## config.mk

```make
export PLATFORM = sky130hd
export DESIGN_NAME = flg_seq
export DESIGN_NICKNAME = d
export VERILOG_FILES = /design/src/hdl/flg_pkg.sv /design/src/hdl/flg_seq.sv
export SDC_FILE = /design/constraint.sdc
export NUM_CORES = 1
export LEC_CHECK = 0
export BUFFER_PORTS_ARGS = -buffer_cell sky130_fd_sc_hd__buf_4
export CELL_PAD_IN_SITES_DETAIL_PLACEMENT = 2
export CELL_PAD_IN_SITES_GLOBAL_PLACEMENT = 2
export CORE_ASPECT_RATIO = 0.75
export CORE_UTILIZATION = 24
export DETAILED_ROUTE_END_ITERATION = 7
export MAX_ROUTING_LAYER = met4
export PLACE_DENSITY_LB_ADDON = 0.12
export SLEW_MARGIN = 25
export SYNTH_ARGS = -nofsm -noshare
export SYNTH_HDL_FRONTEND = slang
export SYNTH_SLANG_ARGS = --single-unit
```

## constraint.sdc

```tcl
create_clock -name clk_i -period 3 [get_ports clk_i]
set_input_delay 0.6 -clock clk_i [delete_from_list [all_inputs] [get_ports clk_i]]
set_output_delay 0.6 -clock clk_i [all_outputs]
set_load 0.05 [all_outputs]
```

## src/hdl/flg_pkg.sv

```systemverilog
package flg_pkg;

  // Defaults for the top-level parameters
  localparam int unsigned DELAY_DEPTH_DEF     = 2048;
  localparam int unsigned SAMPLE_BITS_DEF     = 16;
  localparam int unsigned PHASE_BITS_DEF      = 16;
  localparam int unsigned DELAY_FRAC_BITS_DEF = 8;

  // Fixed register and table geometry
  localparam int unsigned DEPTH_W          = 10;
  localparam int unsigned PHASE_STEP_W     = 16;
  localparam int unsigned SINE_W           = 16;
  localparam int unsigned SINE_FRAC        = 15;
  localparam int unsigned SINE_TABLE_DEPTH = 1024;
  localparam int unsigned SINE_IDX_W       = $clog2(SINE_TABLE_DEPTH);
  localparam int unsigned MUL_B_W          = 18;
  localparam int unsigned PADDR_W          = 3;
  localparam int unsigned PDATA_W          = 32;

  localparam logic [DEPTH_W-1:0]      FLANGE_DEPTH_RST = 10'd200;
  localparam logic [PHASE_STEP_W-1:0] PHASE_STEP_RST   = 16'd0;

  typedef enum logic [0:0] {
    REG_FLANGE_DEPTH = 1'b0,
    REG_PHASE_STEP   = 1'b1
  } reg_idx_e;

  // Microprogram
  localparam int unsigned PC_W = 4;
  typedef logic [PC_W-1:0] pc_t;

  localparam pc_t PC_ACCEPT  = 4'd0;
  localparam pc_t PC_WRITE   = 4'd1;
  localparam pc_t PC_POS_L   = 4'd2;
  localparam pc_t PC_RD_LO_L = 4'd3;
  localparam pc_t PC_RD_HI_L = 4'd4;
  localparam pc_t PC_MUL_L   = 4'd5;
  localparam pc_t PC_RES_L   = 4'd6;
  localparam pc_t PC_POS_R   = 4'd7;
  localparam pc_t PC_RD_LO_R = 4'd8;
  localparam pc_t PC_RD_HI_R = 4'd9;
  localparam pc_t PC_MUL_R   = 4'd10;
  localparam pc_t PC_EMIT    = 4'd11;

  typedef enum logic [1:0] {
    WAIT_NONE = 2'd0,
    WAIT_IN   = 2'd1,
    WAIT_OUT  = 2'd2
  } wait_e;

  typedef enum logic [1:0] {
    RD_NONE = 2'd0,
    RD_LOW  = 2'd1,
    RD_HIGH = 2'd2
  } rd_e;

  typedef enum logic [1:0] {
    MUL_NONE   = 2'd0,
    MUL_BACK_L = 2'd1,
    MUL_BACK_R = 2'd2,
    MUL_INTERP = 2'd3
  } mul_e;

  typedef enum logic [1:0] {
    RES_NONE = 2'd0,
    RES_LEFT = 2'd1,
    RES_EMIT = 2'd2
  } res_e;

  typedef struct packed {
    wait_e wait_sel;
    logic  accept;
    logic  mem_we;
    rd_e   rd_sel;
    mul_e  mul_sel;
    logic  pos_ld;
    logic  low_ld;
    res_e  res_sel;
    logic  jump;
    pc_t   jump_to;
  } ctrl_t;

  localparam ctrl_t CTRL_NOP = '{
    wait_sel: WAIT_NONE,
    accept:   1'b0,
    mem_we:   1'b0,
    rd_sel:   RD_NONE,
    mul_sel:  MUL_NONE,
    pos_ld:   1'b0,
    low_ld:   1'b0,
    res_sel:  RES_NONE,
    jump:     1'b0,
    jump_to:  PC_ACCEPT
  };

  // Control store: one word per step
  function automatic ctrl_t ucode(pc_t pc);
    ctrl_t c;
    c = CTRL_NOP;
    case (pc)
      PC_ACCEPT: begin
        c.wait_sel = WAIT_IN;
        c.accept   = 1'b1;
      end
      PC_WRITE: begin
        c.mem_we  = 1'b1;
        c.mul_sel = MUL_BACK_L;
      end
      PC_POS_L:   c.pos_ld = 1'b1;
      PC_RD_LO_L: c.rd_sel = RD_LOW;
      PC_RD_HI_L: begin
        c.low_ld = 1'b1;
        c.rd_sel = RD_HIGH;
      end
      PC_MUL_L:   c.mul_sel = MUL_INTERP;
      PC_RES_L: begin
        c.res_sel = RES_LEFT;
        c.mul_sel = MUL_BACK_R;
      end
      PC_POS_R:   c.pos_ld = 1'b1;
      PC_RD_LO_R: c.rd_sel = RD_LOW;
      PC_RD_HI_R: begin
        c.low_ld = 1'b1;
        c.rd_sel = RD_HIGH;
      end
      PC_MUL_R:   c.mul_sel = MUL_INTERP;
      PC_EMIT: begin
        c.wait_sel = WAIT_OUT;
        c.res_sel  = RES_EMIT;
        c.jump     = 1'b1;
        c.jump_to  = PC_ACCEPT;
      end
      default: begin
        c.jump    = 1'b1;
        c.jump_to = PC_ACCEPT;
      end
    endcase
    return c;
  endfunction

  // Sine table, built at elaboration
  localparam longint unsigned HALF_PI_Q30 = 64'd1686629713;
  localparam longint unsigned ONE_Q30     = 64'd1 << 30;

  typedef logic [SINE_TABLE_DEPTH-1:0][SINE_W-1:0] sine_rom_t;

  function automatic longint unsigned quarter_sine_q30(longint unsigned f);
    longint unsigned x;
    longint unsigned x2;
    longint unsigned term;
    longint          sum;
    x    = (f * HALF_PI_Q30) >> 30;
    x2   = (x * x) >> 30;
    term = x;
    sum  = longint'(x);
    term = ((term * x2) >> 30) / 6;
    sum  = sum - longint'(term);
    term = ((term * x2) >> 30) / 20;
    sum  = sum + longint'(term);
    term = ((term * x2) >> 30) / 42;
    sum  = sum - longint'(term);
    term = ((term * x2) >> 30) / 72;
    sum  = sum + longint'(term);
    term = ((term * x2) >> 30) / 110;
    sum  = sum - longint'(term);
    term = ((term * x2) >> 30) / 156;
    sum  = sum + longint'(term);
    term = ((term * x2) >> 30) / 210;
    sum  = sum - longint'(term);
    if (sum < 0) begin
      sum = 0;
    end
    return longint'(sum);
  endfunction

  function automatic logic [SINE_W-1:0] sine_entry(int unsigned i);
    longint unsigned t;
    longint unsigned f;
    longint unsigned s;
    longint unsigned q15;
    logic [1:0]      quad;
    t    = (longint'(i) << 32) / SINE_TABLE_DEPTH;
    quad = 2'(t >> 30);
    f    = t & (ONE_Q30 - 64'd1);
    if (quad[0]) begin
      f = ONE_Q30 - f;
    end
    s   = quarter_sine_q30(f);
    q15 = (s + 64'd16384) >> 15;
    if (q15 > 64'd32767) begin
      q15 = 64'd32767;
    end
    return quad[1] ? SINE_W'(-q15) : SINE_W'(q15);
  endfunction

  function automatic sine_rom_t build_sine_rom();
    sine_rom_t rom;
    for (int unsigned i = 0; i < SINE_TABLE_DEPTH; i++) begin
      rom[i] = sine_entry(i);
    end
    return rom;
  endfunction

endpackage

```

## src/hdl/flg_seq.sv

```systemverilog
module flg_seq (
  input  logic                clk_i,
  input  logic                rst_ni,
  input  logic                in_valid_i,
  input  logic                out_busy_i,
  output flg_pkg::ctrl_t      ctrl_o,
  output logic                fire_o,
  output logic                in_ready_o
);

  flg_pkg::pc_t   pc_q, pc_d;
  flg_pkg::ctrl_t ctrl;

  assign ctrl   = flg_pkg::ucode(pc_q);
  assign ctrl_o = ctrl;

  // A step with a wait condition holds until the condition is met
  always_comb begin
    case (ctrl.wait_sel)
      flg_pkg::WAIT_IN:  fire_o = in_valid_i;
      flg_pkg::WAIT_OUT: fire_o = !out_busy_i;
      default:           fire_o = 1'b1;
    endcase
  end

  assign in_ready_o = (ctrl.wait_sel == flg_pkg::WAIT_IN);

  always_comb begin
    if (!fire_o) begin
      pc_d = pc_q;
    end else if (ctrl.jump) begin
      pc_d = ctrl.jump_to;
    end else begin
      pc_d = pc_q + flg_pkg::pc_t'(1);
    end
  end

  always_ff @(posedge clk_i or negedge rst_ni) begin
    if (!rst_ni) begin
      pc_q <= flg_pkg::PC_ACCEPT;
    end else begin
      pc_q <= pc_d;
    end
  end

endmodule

```

==> run_results.csv, run 1 <==
group,metric,value,unit
outcome,run_status,"completed",
final_layout,final_common_cell,"buf_4",
floorplan,die_w,56.35,µm
setup_path,path_buf_inv,3,
floorplan,start_util,25.95,%
cts,post_cts_buffers,0,
setup_path,crit_path_max_incr_delay,390,ps
route,num_vias,508,
placement,hpwl,1.231,mm
timing,final.period_utilization,92.54,%
final_layout,areaGrowthSynthToFinish,27.76,%
cts,cts_max_path_buffers,2,
setup_path,end_kind,"output pin",
route,drc,0,
setup_path,startpoint,"pc_q[0]",
logic_synthesis,ys.flop_type,"dfrtp_1",
setup_path,cp_data_required_time,2400,ps
global_route,grt_max_degree,11,
final_layout,reg_top3,"pc_q (4)",
worst_hold_path,hp-class,"primary input to asynchronous set/reset pin",
placement,place_congestion,0.7771,
timing,setup_viol,0,
logic_synthesis,synth_top_area_share,18.82,%
logic_synthesis,synth_seq_cells,4,
setup_path,crit_path_start_kind,"flop",
cts,clk_pin_slew_worst_paths,40,ps
placement,numPortBuffers,18,
setup_path,slowest_stage,"or3_4",
route,avgRoutedWirePerCell,14.08,µm
route,first_iter_violations,13,
logic_synthesis,ys_seq_area_share,18.82,%
logic_synthesis,synth.top_cells.by_area,"dfrtp_1 19%, ha_1 16%, buf_4 8.5%",
route,firstDrtPassIters,3,
logic_synthesis,synth.largest_area_cell,"dfrtp_1",
setup_path,r2r_setup_slack,910,ps
logic_synthesis,ys_types,29,
route,viasPerCell,4.792,
global_route,grt.overflow.total,0,
cts,tritoncts,"built",
logic_synthesis,synth.avg_cell_area,8.181,µm²
floorplan,die_h,42.77,µm
route,postRouteAntennaNets,0,
timing,max_freq,0.3602,GHz
logic_synthesis,syn_inst,65,
timing,post-route-min-period,2776,ps
logic_synthesis,async_flop_share,100.0,%
setup_path,crit_chain,"inv_1, ha_1, nand2_1, inv_1, ha_1, and2_4, or3_4, buf_4",
final_layout,top_register,"pc_q",
setup_path,worstPathMaxFanout,6,
logic_synthesis,synth_warnings,0,
final_layout,drive_above_1_share,35.37,%
cts,ctsResizeCount,0,
floorplan,core,2049,µm²
final_layout,fin_nets,95,
cts,ctsHoldBuffers,0,
cts,cts_root_buf,"clkbuf_4",
setup_path,crit_type,"flop to output pin",
setup_path,r2r-start,"pc_q[0]",
flow_run,cap_viol_max_count,0,
cts,cts.sinks,4,
final_layout,mostFrequentLayoutCells,"20 x buf_4, 7 x ha_1, 6 x nand2_1",
logic_synthesis,synth_area,531.8,µm²
setup_path,critical_path.top_delay_family,"simple AND/OR/NAND/NOR gates",
global_route,grt_pass1_vias,524,
timing,hold_viol,0,
global_route,grt_pass1_wl,2.456,mm
final_layout,largest_reg_flops,4,
floorplan,rows,14,
cts,clock_latency,230,ps
cts,htreeDepth,1,
route,wl,1.493,mm
timing,rsz0062_at_grt,"no",
floorplan,die_area,2410,µm²
timing,maxSlewViolCount,0,
global_route,grt.total_usage,13.82,%
setup_path,arrival,2180,ps
logic_synthesis,synth_edf_count,0,
global_route,antenna_found_initial,0,
timing,skew,1.373,ps
floorplan,ioPinCount,23,
cts,cts_buffers,3,
final_layout,diodes,0,
timing,setup_tns,0,ps
## path summary, 6_finish.rpt
kind | endpoint | cells after the start
max | fire_o | 8
min | pc_q[0] | 1
max reg2reg | pc_q[3] | 8
min reg2reg | pc_q[0] | 3
max in group asynchronous | pc_q[3] | 1
min in group clk_i | pc_q[0] | 3
## cell usage after synthesis (2+ instances only)
| cell | count |
|---|---|
| buf_2 | 2 |
| o31ai_1 | 2 |
| ha_1 | 7 |
| dfrtp_1 | 4 |
| a21oi_1 | 2 |
| nand2b_1 | 4 |
| nor2b_1 | 2 |
| nor2_1 | 4 |
| o32ai_1 | 2 |
| and2_1 | 3 |
| buf_4 | 6 |
| inv_1 | 3 |
| a22o_1 | 3 |
| nand2_1 | 6 |
## per-layer routing
layer / wire length (µm) / global-route usage (%) / up-vias
met5: 0 / - / -
met4: 0 / 2.927 / 0
met3: 68 / 2.744 / 0
met2: 666 / 22.86 / 16
met1: 758 / 17.61 / 243
li1: - / - / 249
## logic make-up (layout without fill, tap and decap cells)
family	Yosys count	in the layout	synth area share [%]
buf+inv	13	27	15.29
simple gates	26	26	28.47
mux	1	1	1.882
fa+ha+maj	7	7	16.47
flops	4	4	18.82
other cells	1	4	0.7052
compound gates	13	13	18.35
## worst reg2reg max path, stage by stage, from the launching register on
cell     delay [ps]
dfrtp_1         380
inv_1           100
ha_1            260
nand2_1         150
inv_1            80
ha_1            220
and2_4          160
or3_4           390
a32o_1          230
## per-stage QoR
step           util (%)  instance area, µm²  worst slack (ps)  hold slack [ps]  cells
6_report          33.15               679.4             223.9            156.6    106
5_1_grt           33.15               679.4             63.07            145.0    106
4_1_cts           33.15               679.4             190.2            149.5    106
3_5_place_dp      32.05               656.9             454.1            399.5    103
3_3_place_gp      32.05               656.9             468.5            398.7    103
2_1_floorplan         -               543.0             103.5            304.4     68
## area by class of cell
cell class / count / area, µm²
timing repair buffer: 20 / 150.1
clock buffer: 3 / 22.52
sequential: 4 / 100.1
fill: 246 / 1370
inverter: 4 / 15.01
tap: 24 / 30.03
multi-input combinational: 51 / 361.6
Power of run 1 is left out: the tool's default activity adds up to more than one toggle a clock period on the data nets, which glitch-free logic cannot reach.
==> run 2, diff against run 1 <==
==> constraint.sdc (replaced) <==
create_clock -name clk_i -period 3 [get_ports clk_i]
set_input_delay 0.6 -clock clk_i [delete_from_list [all_inputs] [get_ports clk_i]]
set_output_delay 0.6 -clock clk_i [all_outputs]
set_load 0.1 [all_outputs]
==> run 2 against run 1 <==
Net effect: global-route usage increased by 0.60 points; non-clock buffer count fell by 2; flip-flop and latch count unchanged; clock-buffer cell count unchanged; first-iteration DRC count decreased by 69%; critical endpoint unchanged; utilization is 1.2 points higher; die area stayed put; sequential share of layout area fell by 0.35 points; clock skew down 0.68 ps.
==> run_results.csv, run 2 (synthesis gave the netlist of run 1 again) <==
group,metric,value,unit
placement,placed_area,678.2,µm²
setup_path,crit_path_start_kind,"flop",
setup_path,worstPathMaxFanout,7,
cts,tritoncts,"built",
route,first_iter_violations,4,
setup_path,crit_type,"flop to output pin",
timing,hold_viol,0,
cts,clk_pin_slew_worst_paths,40,ps
floorplan,ioPinCount,23,
final_layout,stdcell_area,704.4,µm²
flow_run,cap_viol_max_count,0,
cts,cts_buffers,3,
cts,clock_latency,230,ps
setup_path,cp_data_required_time,2400,ps
timing,rsz0062_at_grt,"no",
final_layout,top_register,"pc_q",
floorplan,start_util,25.95,%
route,wl,1.448,mm
cts,cts_max_path_buffers,2,
route,avgRoutedWirePerCell,13.92,µm
cts,post_cts_buffers,0,
global_route,grt.total_usage,14.42,%
final_layout,diodes,0,
timing,skew,0.6886,ps
global_route,grt_pass1_vias,517,
setup_path,end_kind,"output pin",
cts,cts.sinks,4,
placement,numPortBuffers,18,
floorplan,die_w,56.35,µm
timing,setup_tns,0,ps
global_route,grt_max_degree,12,
floorplan,die_area,2410,µm²
final_layout,areaGrowthSynthToFinish,32.47,%
route,firstDrtPassIters,4,
timing,max_freq,0.3566,GHz
placement,place_congestion,0.7527,
final_layout,largest_reg_flops,4,
final_layout,reg_top3,"pc_q (4)",
worst_hold_path,hp-class,"primary input to asynchronous set/reset pin",
floorplan,rows,14,
route,num_vias,509,
route,viasPerCell,4.894,
cts,htreeDepth,1,
cts,cts_root_buf,"clkbuf_4",
floorplan,die_h,42.77,µm
placement,hpwl,1.125,mm
floorplan,core,2049,µm²
timing,final.period_utilization,93.48,%
setup_path,arrival,2200,ps
global_route,grt_pass1_wl,2.497,mm
route,drc,0,
route,postRouteAntennaNets,0,
timing,post-route-min-period,2804,ps
global_route,antenna_found_initial,0,
final_layout,drive_above_1_share,42.50,%
final_layout,final_common_cell,"buf_4",
outcome,run_status,"completed",
timing,setup_viol,0,
timing,maxSlewViolCount,0,
final_layout,fin_nets,93,
global_route,grt.overflow.total,0,
final_layout,mostFrequentLayoutCells,"18 x buf_4, 5 x nand2_1, 5 x ha_1",
==> run 2: changes by cell type in the layout (fill, tap and decap cells not counted), sizes merged <==
cell | before | now
clkinvlp | 0 | 1
buf | 20 | 18
inv | 4 | 3
==> run 2: repair_timing <==
| action | 4_1_cts | 5_1_grt |
|---|---|---|
| gates resized for setup | 0 | 2 |
| endpoints found under the hold margin | 0 | 0 |
| setup endpoints to repair | 0 | 1 |
| hold buffers | 0 | 0 |
==> run 2: through the flow <==
| stage | util, % | hold WS, ps | setup slack (ps) | std cells |
|---|---|---|---|---|
| final | 34.37 | 151.6 | 195.7 | 104 |
| after detailed placement | 33.09 | 397.5 | 342.6 | 101 |
| after global placement | 33.09 | 396.5 | 416.8 | 101 |
| after CTS | 34.19 | 144.0 | 78.83 | 104 |
| after floorplan | - | 304.4 | 17.54 | 68 |
| after global routing | 34.37 | 131.5 | 58.08 | 104 |
==> run 2: worst max-delay path, stage by stage, from the launching register on <==
cell	delay [ps]
dfrtp_1	410
ha_1	300
and2_1	200
ha_1	180
and2b_2	230
or3_4	400
buf_4	250
==> run 2: area by class of cell <==
cell class                      count  area, µm²
Clock buffer                        3      22.52
Timing Repair Buffer               18      135.1
Sequential cell                     4      101.3
Multi-Input combinational cell     51      396.6
Fill cell                         234       1345
Inverter                            4      18.77
Tap cell                           24      30.03
==> run 2: worst paths after layout <==
check	to	cells past startpoint	startpoint	slack, ps
min in group clk_i	pc_q[3]	1	pc_q[3]	640
setup / recovery	fire_o	6	pc_q[0]	200
setup reg to reg	pc_q[3]	6	pc_q[0]	940
hold / removal	pc_q[2]	1	rst_ni	150
hold reg to reg	pc_q[3]	1	pc_q[3]	640
max in group asynchronous	pc_q[3]	1	rst_ni	2740
==> run 2: layer usage <==
layer | GRT usage [%] | wire (µm)
met2 | 21.19 | 639
met5 | - | 0
met3 | 4.573 | 108
met4 | 5.854 | 25
met1 | 18.35 | 674
Power of run 2 is left out for the same reason.
==> run 3, diff against run 2 <==
--- a/config.mk
+++ b/config.mk
@@ -5,13 +5,13 @@
 export SDC_FILE = /design/constraint.sdc
 export NUM_CORES = 1
 export LEC_CHECK = 0
+export ABC_AREA = 1
 export BUFFER_PORTS_ARGS = -buffer_cell sky130_fd_sc_hd__buf_4
 export CELL_PAD_IN_SITES_DETAIL_PLACEMENT = 2
 export CELL_PAD_IN_SITES_GLOBAL_PLACEMENT = 2
 export CORE_ASPECT_RATIO = 0.75
-export CORE_UTILIZATION = 24
+export CORE_UTILIZATION = 23
 export DETAILED_ROUTE_END_ITERATION = 7
-export MAX_ROUTING_LAYER = met4
 export PLACE_DENSITY_LB_ADDON = 0.12
 export SLEW_MARGIN = 25
 export SYNTH_ARGS = -nofsm -noshare
==> run 3 against run 2 <==
Net effect: sequential share of layout area shrank 0.76 points; die area increased by 8.2%; clock skew grew 2.1 ps; first-iteration DRC count up 75%; flip-flop and latch count did not move; critical path depth stayed put; maximum frequency up 7.0%; critical path type unchanged.
==> run_results.csv, run 3 <==
group,metric,value,unit
logic_synthesis,ys_types,19,
final_layout,stdcell_area,734.5,µm²
worst_hold_path,hp-class,"primary input to asynchronous set/reset pin",
route,wl,1.449,mm
timing,final.period_utilization,87.39,%
floorplan,start_util,25.88,%
cts,tritoncts,"built",
route,num_vias,513,
cts,htreeDepth,1,
setup_path,worstPathMaxFanout,5,
route,first_iter_violations,7,
timing,maxSlewViolCount,0,
setup_path,crit_type,"flop to output pin",
setup_path,end_kind,"output pin",
route,avgRoutedWirePerCell,11.32,µm
global_route,grt_pass1_wl,2.387,mm
logic_synthesis,synth.avg_cell_area,6.913,µm²
logic_synthesis,synth.top_cells.by_area,"dfrtp_1 18%, ha_1 16%, nand2_1 10%",
final_layout,largest_reg_flops,4,
cts,clk_pin_slew_worst_paths,40,ps
setup_path,crit_chain,"ha_1, nand3_1, inv_1, ha_1, nand3b_1, buf_4",
final_layout,diodes,0,
logic_synthesis,synth_top_area_share,18.10,%
placement,place_congestion,0.6786,
logic_synthesis,synth.largest_area_cell,"dfrtp_1",
floorplan,die_w,58.62,µm
setup_path,critical_path.top_delay_family,"adder cells",
timing,setup_slack,378.3,ps
setup_path,crit_top_cell,"ha_1",
setup_path,arrival,2020,ps
final_layout,reg_top3,"pc_q (4)",
logic_synthesis,synth_most_common_cell,"nand2_1",
floorplan,core,2137,µm²
timing,hold_viol,0,
logic_synthesis,synth_warnings,0,
logic_synthesis,synth_edf_count,0,
global_route,grt_pass1_vias,502,
logic_synthesis,synth_area,553.0,µm²
logic_synthesis,ys_seq_area_share,18.10,%
route,drc,0,
flow_run,cap_viol_max_count,0,
floorplan,die_area,2607,µm²
logic_synthesis,async_flop_share,100.0,%
route,firstDrtPassIters,3,
timing,skew,2.768,ps
setup_path,crit_path_max_incr_delay,430,ps
outcome,run_status,"completed",
final_layout,fin_cells,128,
cts,cts.sinks,4,
final_layout,top_register,"pc_q",
timing,setup_viol,0,
cts,cts_max_path_buffers,2,
cts,ctsResizeCount,0,
cts,clock_latency,240,ps
logic_synthesis,syn_inst,80,
final_layout,fillers,282,
placement,placed_cells,125,
final_layout,areaGrowthSynthToFinish,32.81,%
timing,post-route-min-period,2622,ps
placement,numPortBuffers,18,
route,postRouteAntennaNets,0,
logic_synthesis,synth_seq_cells,4,
setup_path,cp_data_required_time,2400,ps
logic_synthesis,ys.flop_type,"dfrtp_1",
timing,rsz0062_at_grt,"no",
cts,cts_root_buf,"clkbuf_4",
global_route,grt_max_degree,8,
floorplan,die_h,44.47,µm
route,viasPerCell,4.008,
final_layout,drive_above_1_share,47.92,%
timing,max_freq,0.3814,GHz
placement,pre_cts_slack,609.4,ps
global_route,antenna_found_initial,0,
cts,cts_buffers,3,
placement,hpwl,1.274,mm
final_layout,fin_nets,109,
final_layout,final_common_cell,"buf_4",
global_route,grt.total_usage,12.83,%
floorplan,ioPinCount,23,
timing,worst_hold_slack,151.3,ps
cts,ctsHoldBuffers,0,
placement,placed_area,711.9,µm²
setup_path,slowest_stage,"dfrtp_1",
floorplan,rows,14,
cts,post_cts_buffers,0,
final_layout,mostFrequentLayoutCells,"18 x buf_4, 14 x nand2_1, 8 x inv_1, 8 x nor2_2, 7 x nand3_1",
setup_path,crit_path_start_kind,"flop",
logic_synthesis,ys_top_cells_by_count,"15 x nand2_1, 13 x inv_1, 7 x ha_1, 7 x nand3_1, 7 x nor2_1",
setup_path,path_buf_inv,2,
global_route,grt.overflow.total,0,
[run 3: cell count changes after synthesis, moves of 4 or more]
cell      previous run  this run
nand2_1              6        15
inv_1                3        13
nand3_1              0         7
nor2_2               0         6
nand2b_1             4         0
[run 3: metrics by stage]
stage	setup TNS [ps]	utilization, %
after global routing	0	34.37
after floorplan	-477.4	-
final	0	34.37
after detailed placement	0	33.31
after CTS	0	34.37
after global placement	0	33.31
[run 3: final cells by class]
cell class	instances	area, µm²	share of cell area, %
sequential	4	100.1	13.63
tap	32	40.04	5.451
clock buffer	3	22.52	3.066
timing repair buffer	18	135.1	18.40
inverter	15	63.81	8.688
multi-input combinational	56	372.9	50.77
[run 3: path summary, 6_finish.rpt]
check	startpoint	to	slack, ps	depth (start not counted)
max in group asynchronous	rst_ni	pc_q[1]	2740	1
min in group clk_i	pc_q[0]	pc_q[0]	590	2
setup / recovery	pc_q[0]	fire_o	380	6
hold / removal	rst_ni	pc_q[3]	150	1
setup reg to reg	pc_q[0]	pc_q[2]	1070	8
hold reg to reg	pc_q[0]	pc_q[0]	590	2
[run 3: per-layer routing]
layer	global-route usage, %	wire [µm]	vias to the layer above
li1	-	-	262
met1	16.67	728	234
met2	20.69	648	17
met3	3.509	72	0
met4	4.286	0	0
met5	0	0	-
[run 3: kinds of logic (layout without fill, tap and decap cells)]
family          Yosys count  count (layout)  synth area share [%]
simple gates             42              42                 37.56
xor+xnor                  2               2                 3.168
flops                     4               4                 18.10
other cells               1               4                0.6781
compound gates            1               1                0.9041
fa+ha+maj                 7               7                 15.84
buf+inv                  23              36                 23.76
Power of run 3 is left out for the same reason.
